**src/sv/arxsc_pkg.sv**
```systemverilog
`timescale 1ns / 1ps
// ----------------------------------------------------------------------------
// arxsc_pkg
// Shared types, constants and the round schedule of the ARX keystream block.
// ----------------------------------------------------------------------------
package arxsc_pkg;

    localparam int ROUNDS     = 16;
    localparam int RoundW     = (ROUNDS > 1) ? $clog2(ROUNDS) : 1;
    localparam int WordW      = 32;
    localparam int StateDepth = 16;
    localparam int AddrW      = $clog2(StateDepth);
    localparam int ChunkW     = 64;
    localparam int CfgIdxW    = 3;

    localparam logic [RoundW-1:0] LastRound = RoundW'(ROUNDS - 1);
    localparam logic [AddrW-1:0]  LastStep  = AddrW'(StateDepth - 1);
    localparam logic [AddrW-1:0]  LastLoad  = AddrW'(StateDepth - 1);
    localparam logic [AddrW-1:0]  KsLastCnt = AddrW'(4);

    localparam logic [WordW-1:0] FillConst0 = 32'hed21b71b;
    localparam logic [WordW-1:0] FillConst1 = 32'he3b4d73a;
    localparam logic [WordW-1:0] FillConst2 = 32'h85f2eb43;
    localparam logic [WordW-1:0] FillConst3 = 32'h9b5240c2;

    // configuration register indexes
    localparam logic [CfgIdxW-1:0] CfgKey0     = 3'd0;
    localparam logic [CfgIdxW-1:0] CfgKey1     = 3'd1;
    localparam logic [CfgIdxW-1:0] CfgKey2     = 3'd2;
    localparam logic [CfgIdxW-1:0] CfgKey3     = 3'd3;
    localparam logic [CfgIdxW-1:0] CfgNonceHi  = 3'd4;
    localparam logic [CfgIdxW-1:0] CfgNonceLo  = 3'd5;

    typedef struct packed {
        logic [ChunkW-1:0] key0;
        logic [ChunkW-1:0] key1;
        logic [ChunkW-1:0] key2;
        logic [ChunkW-1:0] key3;
        logic [ChunkW-1:0] nonce_hi;
        logic [ChunkW-1:0] nonce_lo;
    } cfg_regs_t;

    // one chained update: dst = dst op_o rotl(src_b op_i src_c, rot)
    typedef struct packed {
        logic [AddrW-1:0] dst;
        logic [AddrW-1:0] src_b;
        logic [AddrW-1:0] src_c;
        logic             inner_add;
        logic             outer_add;
        logic [4:0]       rot;
    } step_t;

    typedef struct packed {
        logic start;
        logic load;
    } eng_cmd_t;

    typedef enum logic [2:0] {
        ENG_IDLE,
        ENG_LOAD,
        ENG_FETCH,
        ENG_APPLY,
        ENG_KS
    } eng_state_t;

    typedef enum logic [1:0] {
        TOP_IDLE,
        TOP_GEN,
        TOP_OUT
    } top_state_t;

    function automatic step_t step_ctl(input logic [AddrW-1:0] idx);
        step_t s;
        unique case (idx)
            4'd0:  s = '{4'd8,  4'd10, 4'd3,  1'b1, 1'b0, 5'd7};
            4'd1:  s = '{4'd15, 4'd14, 4'd6,  1'b0, 1'b1, 5'd21};
            4'd2:  s = '{4'd9,  4'd11, 4'd0,  1'b0, 1'b1, 5'd17};
            4'd3:  s = '{4'd5,  4'd7,  4'd12, 1'b0, 1'b1, 5'd9};
            4'd4:  s = '{4'd2,  4'd2,  4'd9,  1'b1, 1'b0, 5'd13};
            4'd5:  s = '{4'd11, 4'd9,  4'd2,  1'b0, 1'b1, 5'd19};
            4'd6:  s = '{4'd4,  4'd4,  4'd15, 1'b1, 1'b0, 5'd6};
            4'd7:  s = '{4'd6,  4'd6,  4'd13, 1'b1, 1'b0, 5'd14};
            4'd8:  s = '{4'd13, 4'd12, 4'd4,  1'b0, 1'b1, 5'd9};
            4'd9:  s = '{4'd0,  4'd0,  4'd11, 1'b1, 1'b0, 5'd7};
            4'd10: s = '{4'd7,  4'd5,  4'd14, 1'b0, 1'b1, 5'd21};
            4'd11: s = '{4'd14, 4'd13, 4'd5,  1'b1, 1'b1, 5'd14};
            4'd12: s = '{4'd10, 4'd8,  4'd1,  1'b1, 1'b1, 5'd13};
            4'd13: s = '{4'd3,  4'd1,  4'd10, 1'b0, 1'b1, 5'd19};
            4'd14: s = '{4'd12, 4'd15, 4'd7,  1'b1, 1'b0, 5'd6};
            4'd15: s = '{4'd1,  4'd3,  4'd8,  1'b0, 1'b1, 5'd17};
        endcase
        return s;
    endfunction

    // logical word to RAM row; base tracks the one-word rotation per block
    function automatic logic [AddrW-1:0] phys_addr(input logic [AddrW-1:0] lw,
                                                   input logic [AddrW-1:0] base);
        return lw + base;
    endfunction

endpackage

```
**src/sv/arxsc_ram.sv**
```systemverilog
`timescale 1ns / 1ps
// ----------------------------------------------------------------------------
// arxsc_ram
// Generic RAM, one write port and two registered read ports.
// ----------------------------------------------------------------------------
module arxsc_ram #(
    parameter int WIDTH = 32,
    parameter int DEPTH = 16
) (
    input  logic                     clk,
    input  logic                     we,
    input  logic [$clog2(DEPTH)-1:0] waddr,
    input  logic [WIDTH-1:0]         wdata,
    input  logic [$clog2(DEPTH)-1:0] raddr0,
    input  logic [$clog2(DEPTH)-1:0] raddr1,
    output logic [WIDTH-1:0]         rdata0,
    output logic [WIDTH-1:0]         rdata1
);

    logic [WIDTH-1:0] mem [DEPTH];

    always_ff @(posedge clk)
    begin
        if (we)
        begin
            mem[waddr] <= wdata;
        end
    end

    // read-before-write on a shared address
    always_ff @(posedge clk)
    begin
        rdata0 <= mem[raddr0];
        rdata1 <= mem[raddr1];
    end

endmodule

```
**src/sv/arxsc_arx.sv**
```systemverilog
`timescale 1ns / 1ps
// ----------------------------------------------------------------------------
// arxsc_arx
// Shared add-rotate-xor unit: one chained state update per use.
// ----------------------------------------------------------------------------
module arxsc_arx (
    input  arxsc_pkg::step_t              ctl,
    input  logic [arxsc_pkg::WordW-1:0]   dst_word,
    input  logic [arxsc_pkg::WordW-1:0]   b_word,
    input  logic [arxsc_pkg::WordW-1:0]   c_word,
    output logic [arxsc_pkg::WordW-1:0]   result
);

    logic [arxsc_pkg::WordW-1:0]   inner;
    logic [2*arxsc_pkg::WordW-1:0] dbl;
    logic [arxsc_pkg::WordW-1:0]   rotated;

    always_comb
    begin
        inner   = ctl.inner_add ? (b_word + c_word) : (b_word ^ c_word);
        dbl     = {inner, inner} << ctl.rot;
        rotated = dbl[2*arxsc_pkg::WordW-1:arxsc_pkg::WordW];
        result  = ctl.outer_add ? (dst_word + rotated) : (dst_word ^ rotated);
    end

endmodule

```
**src/sv/arxsc_engine.sv**
```systemverilog
`timescale 1ns / 1ps
// ----------------------------------------------------------------------------
// arxsc_engine
// State RAM, sequencer and keystream registers around the shared ARX unit.
// ----------------------------------------------------------------------------
module arxsc_engine (
    input  logic                           clk,
    input  logic                           rst_n,
    input  arxsc_pkg::cfg_regs_t           cfg,
    input  arxsc_pkg::eng_cmd_t            cmd,
    input  logic [1:0]                     ks_sel,
    output logic                           done,
    output logic [arxsc_pkg::ChunkW-1:0]   ks
);

    localparam int AW = arxsc_pkg::AddrW;
    localparam int W  = arxsc_pkg::WordW;

    arxsc_pkg::eng_state_t           state_reg, state_next;
    logic [AW-1:0]                   cnt_reg, cnt_next;
    logic [AW-1:0]                   step_reg, step_next;
    logic [arxsc_pkg::RoundW-1:0]    round_reg, round_next;
    logic [AW-1:0]                   base_reg, base_next;

    arxsc_pkg::step_t                ctl;
    logic                            we;
    logic [AW-1:0]                   waddr;
    logic [W-1:0]                    wdata;
    logic [W-1:0]                    load_word;
    logic [W-1:0]                    arx_out;
    logic [AW-1:0]                   ra0, ra1, rc0, rc1;
    logic [W-1:0]                    rda0, rda1, rdc0, rdc1;
    logic [1:0]                      pair;
    logic [AW-1:0]                   cnt_dec;
    logic                            ks_we;
    logic [1:0]                      ks_widx;
    logic [arxsc_pkg::ChunkW-1:0]    ks_reg [4];

    assign ctl     = arxsc_pkg::step_ctl(step_reg);
    assign pair    = cnt_reg[1:0];
    assign cnt_dec = cnt_reg - AW'(1);
    assign ks_widx = cnt_dec[1:0];
    assign ks      = ks_reg[ks_sel];

    // two copies of the state so that one update reads three words at once
    arxsc_ram #(.WIDTH(W), .DEPTH(arxsc_pkg::StateDepth)) u_ram_ab (
        .clk    (clk),
        .we     (we),
        .waddr  (waddr),
        .wdata  (wdata),
        .raddr0 (ra0),
        .raddr1 (ra1),
        .rdata0 (rda0),
        .rdata1 (rda1)
    );

    arxsc_ram #(.WIDTH(W), .DEPTH(arxsc_pkg::StateDepth)) u_ram_c (
        .clk    (clk),
        .we     (we),
        .waddr  (waddr),
        .wdata  (wdata),
        .raddr0 (rc0),
        .raddr1 (rc1),
        .rdata0 (rdc0),
        .rdata1 (rdc1)
    );

    arxsc_arx u_arx (
        .ctl      (ctl),
        .dst_word (rda0),
        .b_word   (rda1),
        .c_word   (rdc0),
        .result   (arx_out)
    );

    always_comb
    begin
        unique case (cnt_reg)
            4'd0:  load_word = cfg.key0[63:32];
            4'd1:  load_word = cfg.nonce_hi[63:32];
            4'd2:  load_word = cfg.key0[31:0];
            4'd3:  load_word = cfg.nonce_hi[31:0];
            4'd4:  load_word = cfg.key1[63:32];
            4'd5:  load_word = cfg.nonce_lo[63:32];
            4'd6:  load_word = cfg.key1[31:0];
            4'd7:  load_word = cfg.nonce_lo[31:0];
            4'd8:  load_word = cfg.key2[63:32];
            4'd9:  load_word = arxsc_pkg::FillConst0;
            4'd10: load_word = cfg.key2[31:0];
            4'd11: load_word = arxsc_pkg::FillConst1;
            4'd12: load_word = cfg.key3[63:32];
            4'd13: load_word = arxsc_pkg::FillConst2;
            4'd14: load_word = cfg.key3[31:0];
            4'd15: load_word = arxsc_pkg::FillConst3;
        endcase
    end

    always_comb
    begin
        state_next = state_reg;
        cnt_next   = cnt_reg;
        step_next  = step_reg;
        round_next = round_reg;
        base_next  = base_reg;
        done       = 1'b0;
        we         = 1'b0;
        waddr      = cnt_reg;
        wdata      = load_word;
        ra0        = '0;
        ra1        = '0;
        rc0        = '0;
        rc1        = '0;
        ks_we      = 1'b0;

        unique case (state_reg)
            arxsc_pkg::ENG_IDLE:
            begin
                if (cmd.start)
                begin
                    step_next  = '0;
                    round_next = '0;
                    cnt_next   = '0;
                    if (cmd.load)
                    begin
                        base_next  = '0;
                        state_next = arxsc_pkg::ENG_LOAD;
                    end
                    else
                    begin
                        state_next = arxsc_pkg::ENG_FETCH;
                    end
                end
            end
            arxsc_pkg::ENG_LOAD:
            begin
                we       = 1'b1;
                cnt_next = cnt_reg + AW'(1);
                if (cnt_reg == arxsc_pkg::LastLoad)
                begin
                    state_next = arxsc_pkg::ENG_FETCH;
                end
            end
            arxsc_pkg::ENG_FETCH:
            begin
                ra0        = arxsc_pkg::phys_addr(ctl.dst, base_reg);
                ra1        = arxsc_pkg::phys_addr(ctl.src_b, base_reg);
                rc0        = arxsc_pkg::phys_addr(ctl.src_c, base_reg);
                rc1        = rc0;
                state_next = arxsc_pkg::ENG_APPLY;
            end
            arxsc_pkg::ENG_APPLY:
            begin
                we         = 1'b1;
                waddr      = arxsc_pkg::phys_addr(ctl.dst, base_reg);
                wdata      = arx_out;
                step_next  = step_reg + AW'(1);
                state_next = arxsc_pkg::ENG_FETCH;
                if (step_reg == arxsc_pkg::LastStep)
                begin
                    if (round_reg == arxsc_pkg::LastRound)
                    begin
                        round_next = '0;
                        cnt_next   = '0;
                        state_next = arxsc_pkg::ENG_KS;
                    end
                    else
                    begin
                        round_next = round_reg + arxsc_pkg::RoundW'(1);
                    end
                end
            end
            arxsc_pkg::ENG_KS:
            begin
                // read pair p, fold words 2p, 2p+1 with 2p+8, 2p+9 in the next cycle
                ra0      = arxsc_pkg::phys_addr({1'b0, pair, 1'b0}, base_reg);
                ra1      = arxsc_pkg::phys_addr({1'b1, pair, 1'b0}, base_reg);
                rc0      = arxsc_pkg::phys_addr({1'b0, pair, 1'b1}, base_reg);
                rc1      = arxsc_pkg::phys_addr({1'b1, pair, 1'b1}, base_reg);
                ks_we    = (cnt_reg != '0);
                cnt_next = cnt_reg + AW'(1);
                if (cnt_reg == arxsc_pkg::KsLastCnt)
                begin
                    done       = 1'b1;
                    base_next  = base_reg + AW'(1);
                    state_next = arxsc_pkg::ENG_IDLE;
                end
            end
            default:
            begin
                state_next = arxsc_pkg::ENG_IDLE;
            end
        endcase
    end

    always_ff @(posedge clk or negedge rst_n)
    begin
        if (!rst_n)
        begin
            state_reg <= arxsc_pkg::ENG_IDLE;
            cnt_reg   <= '0;
            step_reg  <= '0;
            round_reg <= '0;
            base_reg  <= '0;
        end
        else
        begin
            state_reg <= state_next;
            cnt_reg   <= cnt_next;
            step_reg  <= step_next;
            round_reg <= round_next;
            base_reg  <= base_next;
        end
    end

    always_ff @(posedge clk)
    begin
        if (ks_we)
        begin
            ks_reg[ks_widx] <= {rda0 ^ rda1, rdc0 ^ rdc1};
        end
    end

endmodule

```
**src/sv/arx_stream_cipher_keystream.sv**
```systemverilog
`timescale 1ns / 1ps
// ----------------------------------------------------------------------------
// arx_stream_cipher_keystream
// 512-bit ARX keystream generator that scrambles 64-bit words.
// ----------------------------------------------------------------------------
// Each accepted 64-bit word is xored with the next 64 bits of keystream. Every
// word then passes through the output state, which forms the result and goes
// back to idle so that s_tready returns; it waits there while the output
// register is held by m_tready. The first word after a restart, and every
// fourth word after it, also waits for a new 256-bit keystream block:
// 16 * ROUNDS updates on the single shared ARX unit, each a fetch from the
// state RAM then a write back, then a fold of the state into the keystream
// registers, all preceded by a load of key and nonce into the state RAM when
// restart is set. s_tready is low while a word is being worked on. Key and
// nonce registers must be written only while the block is idle, which the
// block itself does not enforce; a restart must come before the first word.
// ----------------------------------------------------------------------------
module arx_stream_cipher_keystream (
    input  logic                              clk,
    input  logic                              rst_n,
    input  logic                              cfg_valid,
    output logic                              cfg_ready,
    input  logic [arxsc_pkg::CfgIdxW-1:0]     cfg_index,
    input  logic [arxsc_pkg::ChunkW-1:0]      cfg_data,
    input  logic                              s_tvalid,
    output logic                              s_tready,
    input  logic [arxsc_pkg::ChunkW-1:0]      s_tdata,   // [63:0] data_in
    input  logic                              s_tuser,   // [0] restart
    output logic                              m_tvalid,
    input  logic                              m_tready,
    output logic [arxsc_pkg::ChunkW-1:0]      m_tdata    // [63:0] data_out
);

    arxsc_pkg::top_state_t           state_reg, state_next;
    logic [1:0]                      chunk_reg, chunk_next;
    logic [arxsc_pkg::ChunkW-1:0]    data_reg, data_next;
    logic                            out_valid_reg, out_valid_next;
    logic [arxsc_pkg::ChunkW-1:0]    out_data_reg, out_data_next;
    arxsc_pkg::cfg_regs_t            cfg_reg;
    arxsc_pkg::eng_cmd_t             eng_cmd;
    logic                            eng_done;
    logic [arxsc_pkg::ChunkW-1:0]    ks;
    logic                            accept;
    logic                            out_free;

    assign cfg_ready = 1'b1;
    assign s_tready  = (state_reg == arxsc_pkg::TOP_IDLE);
    assign accept    = s_tvalid && s_tready;
    assign out_free  = !out_valid_reg || m_tready;
    assign m_tvalid  = out_valid_reg;
    assign m_tdata   = out_data_reg;

    always_ff @(posedge clk or negedge rst_n)
    begin
        if (!rst_n)
        begin
            cfg_reg <= '0;
        end
        else if (cfg_valid && cfg_ready)
        begin
            unique case (cfg_index)
                arxsc_pkg::CfgKey0:    cfg_reg.key0     <= cfg_data;
                arxsc_pkg::CfgKey1:    cfg_reg.key1     <= cfg_data;
                arxsc_pkg::CfgKey2:    cfg_reg.key2     <= cfg_data;
                arxsc_pkg::CfgKey3:    cfg_reg.key3     <= cfg_data;
                arxsc_pkg::CfgNonceHi: cfg_reg.nonce_hi <= cfg_data;
                arxsc_pkg::CfgNonceLo: cfg_reg.nonce_lo <= cfg_data;
                default:
                begin
                end
            endcase
        end
    end

    arxsc_engine u_engine (
        .clk    (clk),
        .rst_n  (rst_n),
        .cfg    (cfg_reg),
        .cmd    (eng_cmd),
        .ks_sel (chunk_reg),
        .done   (eng_done),
        .ks     (ks)
    );

    always_comb
    begin
        state_next     = state_reg;
        chunk_next     = chunk_reg;
        data_next      = data_reg;
        out_data_next  = out_data_reg;
        out_valid_next = out_valid_reg && !m_tready;
        eng_cmd        = '{start: 1'b0, load: s_tuser};

        unique case (state_reg)
            arxsc_pkg::TOP_IDLE:
            begin
                if (accept)
                begin
                    data_next = s_tdata;
                    if (s_tuser)
                    begin
                        chunk_next = '0;
                    end
                    // fresh block before the first word of every four
                    if (s_tuser || chunk_reg == 2'd0)
                    begin
                        eng_cmd.start = 1'b1;
                        state_next    = arxsc_pkg::TOP_GEN;
                    end
                    else
                    begin
                        state_next = arxsc_pkg::TOP_OUT;
                    end
                end
            end
            arxsc_pkg::TOP_GEN:
            begin
                if (eng_done)
                begin
                    state_next = arxsc_pkg::TOP_OUT;
                end
            end
            arxsc_pkg::TOP_OUT:
            begin
                if (out_free)
                begin
                    out_data_next  = data_reg ^ ks;
                    out_valid_next = 1'b1;
                    chunk_next     = chunk_reg + 2'd1;
                    state_next     = arxsc_pkg::TOP_IDLE;
                end
            end
            default:
            begin
                state_next = arxsc_pkg::TOP_IDLE;
            end
        endcase
    end

    always_ff @(posedge clk or negedge rst_n)
    begin
        if (!rst_n)
        begin
            state_reg     <= arxsc_pkg::TOP_IDLE;
            chunk_reg     <= '0;
            out_valid_reg <= 1'b0;
        end
        else
        begin
            state_reg     <= state_next;
            chunk_reg     <= chunk_next;
            out_valid_reg <= out_valid_next;
        end
    end

    always_ff @(posedge clk)
    begin
        data_reg     <= data_next;
        out_data_reg <= out_data_next;
    end

    a_mid_block_skips_engine: assert property (@(posedge clk) disable iff (!rst_n)
        (accept && !s_tuser && chunk_reg != 2'd0) |=> (state_reg == arxsc_pkg::TOP_OUT))
        else $error("mid-block word did not go straight to output");

    a_restart_starts_block: assert property (@(posedge clk) disable iff (!rst_n)
        (accept && s_tuser) |=> (state_reg == arxsc_pkg::TOP_GEN && chunk_reg == 2'd0))
        else $error("restart did not start a new block at word zero");

    a_done_only_when_waiting: assert property (@(posedge clk) disable iff (!rst_n)
        eng_done |-> (state_reg == arxsc_pkg::TOP_GEN))
        else $error("keystream block finished with no word waiting");

    a_result_delivered: assert property (@(posedge clk) disable iff (!rst_n)
        (state_reg == arxsc_pkg::TOP_OUT && out_free) |=>
            (m_tvalid && chunk_reg == $past(chunk_reg) + 2'd1))
        else $error("result not registered or word counter not advanced");

endmodule
```
**config.mk**
```make
export PLATFORM = sky130hd
export DESIGN_NAME = arx_stream_cipher_keystream
export DESIGN_NICKNAME = d
export VERILOG_FILES = /design/src/sv/arxsc_pkg.sv /design/src/sv/arxsc_ram.sv /design/src/sv/arxsc_arx.sv /design/src/sv/arxsc_engine.sv /design/src/sv/arx_stream_cipher_keystream.sv
export SDC_FILE = /design/constraint.sdc
export NUM_CORES = 2
export LEC_CHECK = 0
export ABC_AREA = 0
export BUFFER_PORTS_ARGS = -buffer_cell sky130_fd_sc_hd__buf_2
export CORE_ASPECT_RATIO = 1.2
export CORE_MARGIN = 1
export CORE_UTILIZATION = 40
export DETAILED_ROUTE_END_ITERATION = 8
export GPL_ROUTABILITY_DRIVEN = 0
export PLACE_DENSITY = 0.53
export SLEW_MARGIN = 10
export SYNTH_ARGS = -nofsm -noshare
export SYNTH_HDL_FRONTEND = slang
export SYNTH_HIERARCHICAL = 1
export SYNTH_SLANG_ARGS = --single-unit
```
**constraint.sdc**
```tcl
create_clock -name clk -period 8.66 [get_ports clk]
set_input_delay 0.866 -clock clk [delete_from_list [all_inputs] [get_ports clk]]
set_output_delay 0.866 -clock clk [all_outputs]
set_load 0.02 [all_outputs]
```
Word-level counts from Yosys, hierarchy flattened. Memory sizes are Yosys's and may differ from the RTL's. A register that Yosys moved wholly into a read port is not among the register bits. Cells that the tools add are included.

Mux-type cells: 50. Reductions and logical operators: 33. Equality and inequality tests: 38. Bitwise gates (word level): 5. Shift operators: 1. Add/subtract/negate cells: 15.

Operators by type and width (count): $pmux W32 S16 (1); $xor A32 B32 Y32 (4); $mux W32 (3); $add A32 B32 Y32 (2); $shl A64 B5 Y64 (1); $xor A64 B64 Y64 (1); $pmux W4 S2 (7); $eq A4 B4 Y1 const B (10); $mux W4 (9); $add A4 B4 Y4 (5); $reduce_and A2 Y1 (9); $add A4 B1 Y4 const B (4); $eq A4 B3 Y1 const B (4); $mux W2 (8); $mux W3 (5); $pmux W3 S5 (1); $mux W1 (13); $eq A3 B2 Y1 const B (4); $ne A2 B1 Y1 const B (6); $pmux W4 S3 (1); $reduce_and A4 Y1 (3); $eq A3 B3 Y1 const B (3); $reduce_and A3 Y1 (3); $add A3 B4 Y4 (2); 20 further kinds (33).

Logic and storage cells: 162. Memory bits (read-only): 304. Memories kept: 4. Input port bits: 137. Memory bits (writable): 1280. Bits in registers: 536.

Memories: u_engine.u_ram_ab.mem (words 16, width 32, read ports 2, clocked after memory_dff 2, wr ports 1, line arxsc_ram.sv:20) `logic [WIDTH-1:0] mem [DEPTH];`; u_engine.u_ram_c.mem (words 16, width 32, read ports 2, clocked after memory_dff 2, wr ports 1, line arxsc_ram.sv:20); (no name shown) (words 16, width 19, read ports 1, clocked after memory_dff 0, wr ports 0, line arxsc_pkg.sv:74) `unique case (idx)`; u_engine.ks_reg (words 4, width 64, read ports 1, clocked after memory_dff 0, wr ports 1, line arxsc_engine.sv:37) `logic [arxsc_pkg::ChunkW-1:0] ks_reg [4];`.

Depth between registers and ports, before layout.
Depth after elaboration: 7. Gate-level depth with buffers: 33. Depth with buffers taken out: 29.

Cells and area by module. Netlist, hierarchy kept.

Modules (own cells, without submodules): arxsc_ram at u_engine.u_ram_ab (cells each 1141, seq. area each 16656.0 um^2, area an instance 24203.2 um^2, times used 1); arxsc_ram at u_engine.u_ram_c (cells each 1141, seq. area each 16656.0 um^2, area an instance 24188.2 um^2, times used 1); arx_stream_cipher_keystream (cells each 1037, seq. area each 13578.0 um^2, area an instance 19065.8 um^2, times used 1); arxsc_engine (cells each 1198, seq. area each 8162.8 um^2, area an instance 15305.9 um^2, times used 1); arxsc_arx (cells each 847, seq. area each 0.0 um^2, area an instance 6234.7 um^2, times used 1).

Worst setup path before layout. Ideal clock, no wire load.

Kind: register -> register. From: reg u_engine.step_reg[3]. To: mem u_engine.u_ram_ab.mem[0][29] (data pin). Slack: 1.582 ns. Cell stages (with the launch flop): 28. Arrival time: 6.701 ns. Setup time: 0.377 ns. Cell sequence: dfrtp_1 -> buf_6 -> inv_1 -> clkbuf_1 -> nor2_1 -> a221oi_1 -> inv_1 -> and3_1 -> a22o_1 -> nor4_2 -> or4_1 -> nand3_1 -> mux2_2 -> mux4_2 -> mux4_2 -> ha_1 -> a211oi_1 -> nand4_1 -> a21oi_1 -> a2111oi_0 -> a211o_1 -> o21a_1 -> a21oi_1 -> o21ai_0 -> a31oi_1 -> xnor2_1 -> o21ai_1 -> a21oi_1.

RTL lines: from (decl) (line arxsc_engine.sv:21) `logic [AW-1:0] step_reg, step_next;`; from (signal assigned) (line arxsc_engine.sv:209) `step_reg <= step_next;`; to (decl) (line arxsc_ram.sv:20).

==> flow_summary.ini <==
[run_status]
outcome = finished clean

[drt]
firstDrtPassIters = 8
vias = 52688
drt_iter0_markers = 5623
ant_nets = 0
post_drt_wl_per_cell_um = 30.9
routed_wl_um = 269000
vias_per_cell = 6.05
drc = 0

[sta]
clock_skew_ns = 0.0973
hold_viol = 0
fin_ws_ns = 0.712
max-slew-margin-rel = 0.177
setup_viol = 0
tightest_slew_ns = 1.23
min_period_ns = 7.95
fmax_mhz = 126
min_period_over_period = 0.918
rsz0062_at_grt = no
setup_tns_ns = 0
report.final.slew_viol_count = 0

[critical_path]
cp_data_arrival_time_ns = 8.43
endpoint_kind = register
crit_required_ns = 9.14
crit_end = u_engine/u_ram_c/mem[5][13]
critical_path_class = reg2reg
r2r_start = u_engine/step_reg[1]
cp-start-kind = register
r2r_end = u_engine/u_ram_c/mem[5][13]
crit_fanout = 32
startpoint = u_engine/step_reg[1]
reg2reg_depth = 24
r2r_slack_ns = 0.71

[global_routing]
grt_pass1_vias = 53430
antenna_found_initial = 25
grt_max_degree = 175
grt_remaining_overflow = 0
grt_usage = 0.238
grt_pass1_wl_um = 385000

[clocking]
cts_buffer_depth = 4
cts.sinks = 1944
clkLatencyLatePin_ns = 0.91
cts_tree = done
ctsRootBufferMaster = clkbuf_16
cts_setup_buffers = 0
htreeDepth = 4
clk_pin_slew_ns = 0.07
cts_made_buffers = 207

[floorplanning]
dieHeight_um = 519
coreArea_um2 = 221000
core.rowCount = 189
die_w_um = 433
start_util = 0.402
pin_count = 204
dieArea_um2 = 224000

[cells_and_area]
final_cell_area_um2 = 101000
final_nets = 5810
postLayoutCoreUtil = 0.455
drive_gt1_frac = 0.318
fillers = 19136
syn_to_final_growth_pct = 13.0

[placed_design]
placed_area_um2 = 93700
portBuffers = 202
pre_cts_ws_ns = 0.686
place_hpwl_um = 167000

[power_and_ir_drop]
p_leak_nw = 34.0
total_power_mw = 28.3
p_per_area_nw_per_um2 = 281
peakVddDrop_mv = 0.176

[synth]
synthCells = 5363
syn_nets = 5599
yosys_warnings = 6
syn_area_per_cell_um2 = 16.6
syn_area_um2 = 89000

[flow_run]
maxCapViolCount = 0

[worst_hold_path]
hp-class = in2reg
## power breakdown
part	switching (mW)	leakage [nW]	internal [mW]
Sequential	0.455	18.7	11.8
Clock	3.68	3.33	5.19
Combinational	4.78	12.0	2.37
## layout make-up
cell class / instances / area [um2] / share of cell area
Clock buffer: 289 / 5840 / 0.0580
Timing Repair Buffer: 360 / 2330 / 0.0232
Antenna cell: 9 / 22.5 / 0.000224
Sequential cell: 1944 / 55100 / 0.548
Tap cell: 2960 / 3700 / 0.0368
Inverter: 63 / 236 / 0.00235
Clock inverter: 82 / 917 / 0.00912
Multi-Input combinational cell: 2998 / 32400 / 0.322
## how the worst min path moves through the flow
stage	start	cells past startpoint	slack (ns)	endpoint
after floorplan	u_engine/round_reg[3]	1	0.45	u_engine/round_reg[3]
after global placement	cfg_reg[75]	1	0.47	cfg_reg[75]
after detailed placement	u_engine/round_reg[3]	1	0.48	u_engine/round_reg[3]
after CTS	s_tdata[63]	1	0.07	data_reg[63]
after global routing	s_tdata[50]	1	0.11	data_reg[50]
final	s_tdata[63]	1	0.15	data_reg[63]
## cells in the final DEF, fill, tap and decap left out, types with 58 or more instances in the layout
| cell type | instances |
|---|---|
| edfxtp_1 | 1408 |
| dfxtp_1 | 128 |
| xor2_1 | 152 |
| mux2i_1 | 87 |
| mux2_2 | 421 |
| clkbuf_16 | 207 |
| a22oi_1 | 314 |
| nor2_1 | 95 |
| o21ai_0 | 116 |
| ha_1 | 88 |
| nand2_1 | 307 |
| buf_2 | 201 |
| mux4_2 | 605 |
| inv_1 | 58 |
| buf_4 | 147 |
| dfrtp_1 | 404 |
| a21oi_1 | 123 |
## critical path: stages, from the launching register on
cell and delay (ns):
dfrtp_1 0.53, inv_1 0.23, o21ai_0 0.11, a221oi_1 0.36, inv_1 0.35, inv_2 0.34
nor4b_2 0.12, a211oi_2 0.37, o21ai_0 0.19, or3_1 0.38, a32oi_1 0.22, o211ai_1 0.28
mux4_2 0.56, mux2_2 0.30, ha_1 0.37, nand2_1 0.10, o211ai_1 0.31, a21boi_0 0.18
o21ai_0 0.41, nand2_1 0.15, nand2_1 0.11, xor2_1 0.19, mux2_2 0.21, o21ai_0 0.14
a31oi_4 0.96
## repair_timing
action	CTS	global route
gates resized for setup	0	1
hold buffers	1	0
setup endpoints to repair	0	32
hold endpoints to repair	1	0
## per-stage QoR
stage / hold WS (ns) / cells
floorplan: 0.445 / 5363
detailed placement: 0.479 / 8324
global route: 0.115 / 8700
global placement: 0.470 / 8324
finish: 0.146 / 8705
CTS: 0.0736 / 8696
## metal layers
metal | GRT usage | wire length, um | vias up
li1 | - | - | 22040
met2 | 0.381 | 128000 | 2090
met1 | 0.333 | 114000 | 28105
met4 | 0.0825 | 9790 | 10
met5 | 0 | 66 | -
met3 | 0.0318 | 17600 | 443
Power figures use the tool's default switching activity.
